[src/rtl/core/box_window_point_suppression_unit_macros.svh]
// ---------------------------------------------------------------------------
// Assertion macros for the box window point suppression unit
// Wrappers that compile to concurrent assertions in simulation and to nothing
// in synthesis.
// ---------------------------------------------------------------------------
`ifndef BOX_WINDOW_POINT_SUPPRESSION_UNIT_MACROS_SVH
`define BOX_WINDOW_POINT_SUPPRESSION_UNIT_MACROS_SVH

`ifndef SYNTHESIS
`define BWPS_ASSERT_SAME(lbl, clk, rst_n, ante, cons) \
	lbl: assert property (@(posedge clk) disable iff (!rst_n) (ante) |-> (cons)) \
		else $error("bwps assertion failed");
`define BWPS_ASSERT_NEXT(lbl, clk, rst_n, ante, cons) \
	lbl: assert property (@(posedge clk) disable iff (!rst_n) (ante) |=> (cons)) \
		else $error("bwps assertion failed");
`else
`define BWPS_ASSERT_SAME(lbl, clk, rst_n, ante, cons)
`define BWPS_ASSERT_NEXT(lbl, clk, rst_n, ante, cons)
`endif

`endif

[src/rtl/core/bwps_pkg.sv]
// ---------------------------------------------------------------------------
// bwps_pkg
// Shared types of the box window point suppression unit.
// ---------------------------------------------------------------------------
package bwps_pkg;

	localparam int COORD_W = 16;

	typedef struct packed {
		logic [COORD_W-1:0] x;
		logic [COORD_W-1:0] y;
		logic [COORD_W-1:0] s;
	} point_t;

	typedef struct packed {
		logic load;
		logic shift;
	} cell_ctl_t;

endpackage

[src/rtl/core/bwps_cell.sv]
// ---------------------------------------------------------------------------
// bwps_cell
// One slot of the point chain: holds a point and its keep flag, compares it
// against the point at the chain head, and shifts toward the head.
// ---------------------------------------------------------------------------
module bwps_cell (
	input  logic                          clk,
	input  logic                          arst_n,
	input  bwps_pkg::cell_ctl_t           ctl,
	input  bwps_pkg::point_t              load_pt,
	input  logic [bwps_pkg::COORD_W-1:0]  thr,
	input  bwps_pkg::point_t              head_pt,
	input  logic                          head_keep,
	input  bwps_pkg::point_t              nb_pt,
	input  logic                          nb_valid,
	input  logic                          nb_keep,
	output bwps_pkg::point_t              pt,
	output logic                          valid,
	output logic                          keep,
	output logic                          keep_next,
	output logic                          drop_head
);

	bwps_pkg::point_t               pt_q;
	logic                           valid_q;
	logic                           keep_q;
	logic [bwps_pkg::COORD_W-1:0]   dx;
	logic [bwps_pkg::COORD_W-1:0]   dy;
	logic                           close;
	logic                           head_wins;
	logic                           active;

	always_comb begin
		dx = (head_pt.x > pt_q.x) ? head_pt.x - pt_q.x : pt_q.x - head_pt.x;
		dy = (head_pt.y > pt_q.y) ? head_pt.y - pt_q.y : pt_q.y - head_pt.y;
		close = (dx < thr) && (dy < thr);
		head_wins = head_pt.s > pt_q.s;
		// a dropped head skips its comparisons entirely
		active = head_keep && valid_q && close;
		keep_next = keep_q && !(active && head_wins);
		drop_head = active && !head_wins;
	end

	always_ff @(posedge clk or negedge arst_n) begin
		if (!arst_n) begin
			valid_q <= 1'b0;
		end else if (ctl.load) begin
			valid_q <= 1'b1;
		end else if (ctl.shift) begin
			valid_q <= nb_valid;
		end
	end

	always_ff @(posedge clk) begin
		if (ctl.load) begin
			pt_q   <= load_pt;
			keep_q <= 1'b1;
		end else if (ctl.shift) begin
			pt_q   <= nb_pt;
			keep_q <= nb_keep;
		end
	end

	assign pt    = pt_q;
	assign valid = valid_q;
	assign keep  = keep_q;

endmodule

[config.mk]
export PLATFORM = sky130hd
export DESIGN_NAME = bwps_cell
export DESIGN_NICKNAME = d
export VERILOG_FILES = /design/src/rtl/core/box_window_point_suppression_unit_macros.svh /design/src/rtl/core/bwps_pkg.sv /design/src/rtl/core/bwps_cell.sv
export SDC_FILE = /design/constraint.sdc
export NUM_CORES = 1
export LEC_CHECK = 0
export ABC_CLOCK_PERIOD_IN_PS = 9300
export BUFFER_PORTS_ARGS = -buffer_cell sky130_fd_sc_hd__clkbuf_2
export CORE_MARGIN = 5
export CORE_UTILIZATION = 52
export DETAILED_ROUTE_END_ITERATION = 6
export GPL_ROUTABILITY_DRIVEN = 0
export PLACE_DENSITY = 0.93
export RECOVER_POWER = 25
export SLEW_MARGIN = 15
export SYNTH_ARGS = -nofsm -noshare
export SYNTH_HDL_FRONTEND = slang
export SYNTH_SLANG_ARGS = --single-unit
[constraint.sdc]
create_clock -name clk -period 9.3 [get_ports clk]
set_clock_uncertainty 0.1 [all_clocks]
set_input_delay 2.79 -clock clk [delete_from_list [all_inputs] [get_ports clk]]
set_output_delay 2.79 -clock clk [all_outputs]
set_load 0.03 [all_outputs]
==> flow_metrics.env <==
export IMPL_netlist_area_mm2=0.006260
export IMPL_avgViaCountPerCell=5.710
export IMPL_yosys_warnings=0
export IMPL_final_cells=1126
export IMPL_initial_core_util_pct=52.55
export IMPL_grt_pass1_vias=6606
export IMPL_detail_route_antenna_nets=0
export IMPL_setup_violations_final=2
export IMPL_grt_max_degree=52
export IMPL_setup_ws_ns=-0.1823
export IMPL_final_core_util_pct=71.52
export IMPL_crit_path_start_kind="primary input"
export IMPL_worstMarginPinSlew_ns=2.829
export IMPL_clkSinkCount=50
export IMPL_insertedDiodeCount=0
export IMPL_clockBufferDepth=2
export IMPL_required_ns=6.41
export IMPL_cp_slowest_cell="or3b_1"
export IMPL_wl_per_cell_um=18.46
export IMPL_cpPeakStageDelay_ns=0.37
export IMPL_rows=40
export IMPL_coreArea_mm2=0.01191
export IMPL_numCtsBuffers=5
export IMPL_dieArea_mm2=0.01433
export IMPL_hold_buffers=0
export IMPL_slew_violations=52
export IMPL_cts_tree="built"
export IMPL_port_buffers=218
export IMPL_crit_chain="clkbuf_2 > inv_1 > ha_1 > nand2_2 > nor3_4 > a221oi_4 > a21boi_2 > buf_6 > or3b_1 > o31ai_1 > xnor2_1 > ha_1 > nand4_1 > nor2_2 > a2111oi_2 > o2111ai_1 > a41oi_2 > o21ai_2 > o31a_1 > clkbuf_8"
export IMPL_drive_gt1_share_pct=39.43
export IMPL_synthArstFlopShare_pct=2.000
export IMPL_crit_buf_inv=4
export IMPL_path_class="primary input to output port"
export IMPL_clock_latency_ns=0.30
export IMPL_detail_route_wirelength_um=20790
export IMPL_drtIter0Drc=530
export IMPL_syn2layout_area_growth_pct=36.10
export IMPL_die_y_um=119.7
export IMPL_hold_viol=0
export IMPL_htreeDepth=2
export IMPL_fin_nets=1257
export IMPL_dp_cells=1103
export IMPL_dp_hpwl_um=15370
export IMPL_track_usage_pct=26.53
export IMPL_crit_path_frequent_cell="ha_1"
export IMPL_outcome="finished, violations left"
export IMPL_syn_mean_instance_area_um2=9.046
export IMPL_overflow=0
export IMPL_fillers=865
export IMPL_clkTransAtPathRegs_ns=0.07
export IMPL_slew_headroom_pct=-88.57
export IMPL_route_detailed_drc=1
export IMPL_finalCritPeriodShare_pct=102.0
export IMPL_ios=219
export IMPL_synth_distinct_cells=63
export IMPL_placed_cell_area_mm2=0.007950
export IMPL_fmax_mhz=105.5
export IMPL_crit_path_end_kind="output port"
export IMPL_grt_pass1_wl_um=31060
export IMPL_cts_root_buf="clkbuf_16"
export IMPL_cp_top_family="compound AO/OA/AOI/OAI gates"
export IMPL_cp_max_fo=5
export IMPL_p_per_area_mw_per_mm2=154.9
export IMPL_rsz0062_at_grt="true"
export IMPL_maxCapViolCount=1
export IMPL_total_power_mw=1.320
export IMPL_synth_seq_area_share_pct=23.75
export IMPL_p_leak_nw=4.418
export IMPL_dr_pass1_iters=7
export IMPL_die_w_um=119.7
export IMPL_vias=6429
export IMPL_antenna_found_initial=0
export IMPL_synth_seq_cells=50
export IMPL_synth_nets=971
export IMPL_violations="DRC, capacitance limit, slew limit, setup timing"
export IMPL_stdcell_area_mm2=0.008519
export IMPL_cp_arrival_ns=6.59
export IMPL_ir_drop_v=0.0001173
export IMPL_hp_class="register to register"
export IMPL_synthFlopType="edfxtp_1"
export IMPL_min_period_ns=9.482
export IMPL_synthCells=692
export IMPL_synth_edf_count=48
[synthesized netlist by cell type (7+ instances only)]
cell type	instances	area (um^2)
ha_1	108	1351
inv_1	104	390.4
a21oi_1	56	280.3
mux2_2	50	563.0
edfxtp_1	48	1441
a21o_1	33	247.7
o21ai_0	32	160.2
nor2_1	30	112.6
nand2_1	26	97.59
nand4_1	19	118.9
buf_2	16	80.08
xnor2_1	14	122.6
xor2_1	14	122.6
mux2i_1	12	120.1
nand2b_1	10	62.56
nand3_1	8	40.04
o21bai_1	7	52.55
[worst min-delay path, cell delays in order (launching register included)]
cell and delay (ns):
dfxtp_1 0.36, nor2b_1 0.15, a211o_1 0.10
[stage by stage]
stage / setup WS, ns / hold slack, ns / TNS, ns
after detailed placement: -0.3007 / 0.4999 / -0.5216
after global placement: -0.1307 / 0.4786 / -0.1645
after CTS: -0.006775 / 0.5171 / -0.006775
after global routing: -0.2882 / 0.5912 / -0.4638
final: -0.1823 / 0.5345 / -0.2331
after floorplan: 0.1924 / 0.6782 / 0
[cell usage in the layout (no fill, tap or decap), drive strengths merged, types with 8 or more instances in the layout]
| master | instances |
|---|---|
| a21o | 33 |
| a21oi | 59 |
| buf | 99 |
| clkbuf | 216 |
| edfxtp | 48 |
| ha | 108 |
| inv | 105 |
| mux2 | 51 |
| mux2i | 12 |
| nand2 | 26 |
| nand2b | 10 |
| nand3 | 8 |
| nand4 | 19 |
| nor2 | 30 |
| o21ai | 33 |
| xnor2 | 14 |
| xor2 | 14 |
[area by class of cell]
class | instances | area [um^2] | share of cell area, %
well taps | 147 | 183.9 | 2.159
repair buffers | 310 | 1817 | 21.32
multi-input cells | 507 | 4469 | 52.46
inverters | 104 | 395.4 | 4.641
clock buffers | 5 | 125.1 | 1.469
flip-flops and latches | 50 | 1486 | 17.45
clock inverters | 3 | 42.54 | 0.4993
[registers in the layout, summed over array words and instances, names as in the netlist]
signal / cells
valid: 1
pt: 48
keep: 1
[worst paths after layout]
kind | start | endpoint | slack, ns | depth (start not counted)
min in group asynchronous | arst_n | valid | 2.14 | 1
hold reg to reg | keep | keep | 0.53 | 2
setup reg to reg | valid | valid | 8.27 | 2
max in group asynchronous | arst_n | valid | 6.84 | 1
setup / recovery | head_pt[20] | keep_next | -0.18 | 20
hold / removal | keep | keep | 0.53 | 2
[report_power, final]
group | internal, mW | switching, mW
clock network | 0.128 | 0.0974
logic | 0.365 | 0.431
registers | 0.276 | 0.0224
[cell families (layout without fill, tap and decap cells)]
group                      count (synthesis)  in the layout  share of synthesized area (%)
AOI/OAI and AO/OA                        183            183                          19.51
buffers and inverters                    135            422                          9.035
and+or+nand+nor                          121            121                          9.774
adders and majority gates                112            112                          22.87
muxes                                     63             63                          11.15
xor gates and xnor gates                  28             28                          3.918
DFF                                       50             50                          23.75
[routing by layer]
| metal | vias to the layer above | track usage, % | wire (um) |
|---|---|---|---|
| li1 | 3049 | - | - |
| met1 | 2941 | 29.60 | 7705 |
| met2 | 369 | 48.91 | 10510 |
| met3 | 70 | 6.126 | 1800 |
| met4 | 0 | 9.807 | 776 |
| met5 | - | 0 | 0 |
[repair_timing]
action | CTS | global route
setup endpoints to repair | 2 | 2
pin swaps | 21 | 29
setup buffers | 7 | 9
resized for setup | 30 | 46
No activity file was read; power rests on OpenSTA's default activity.
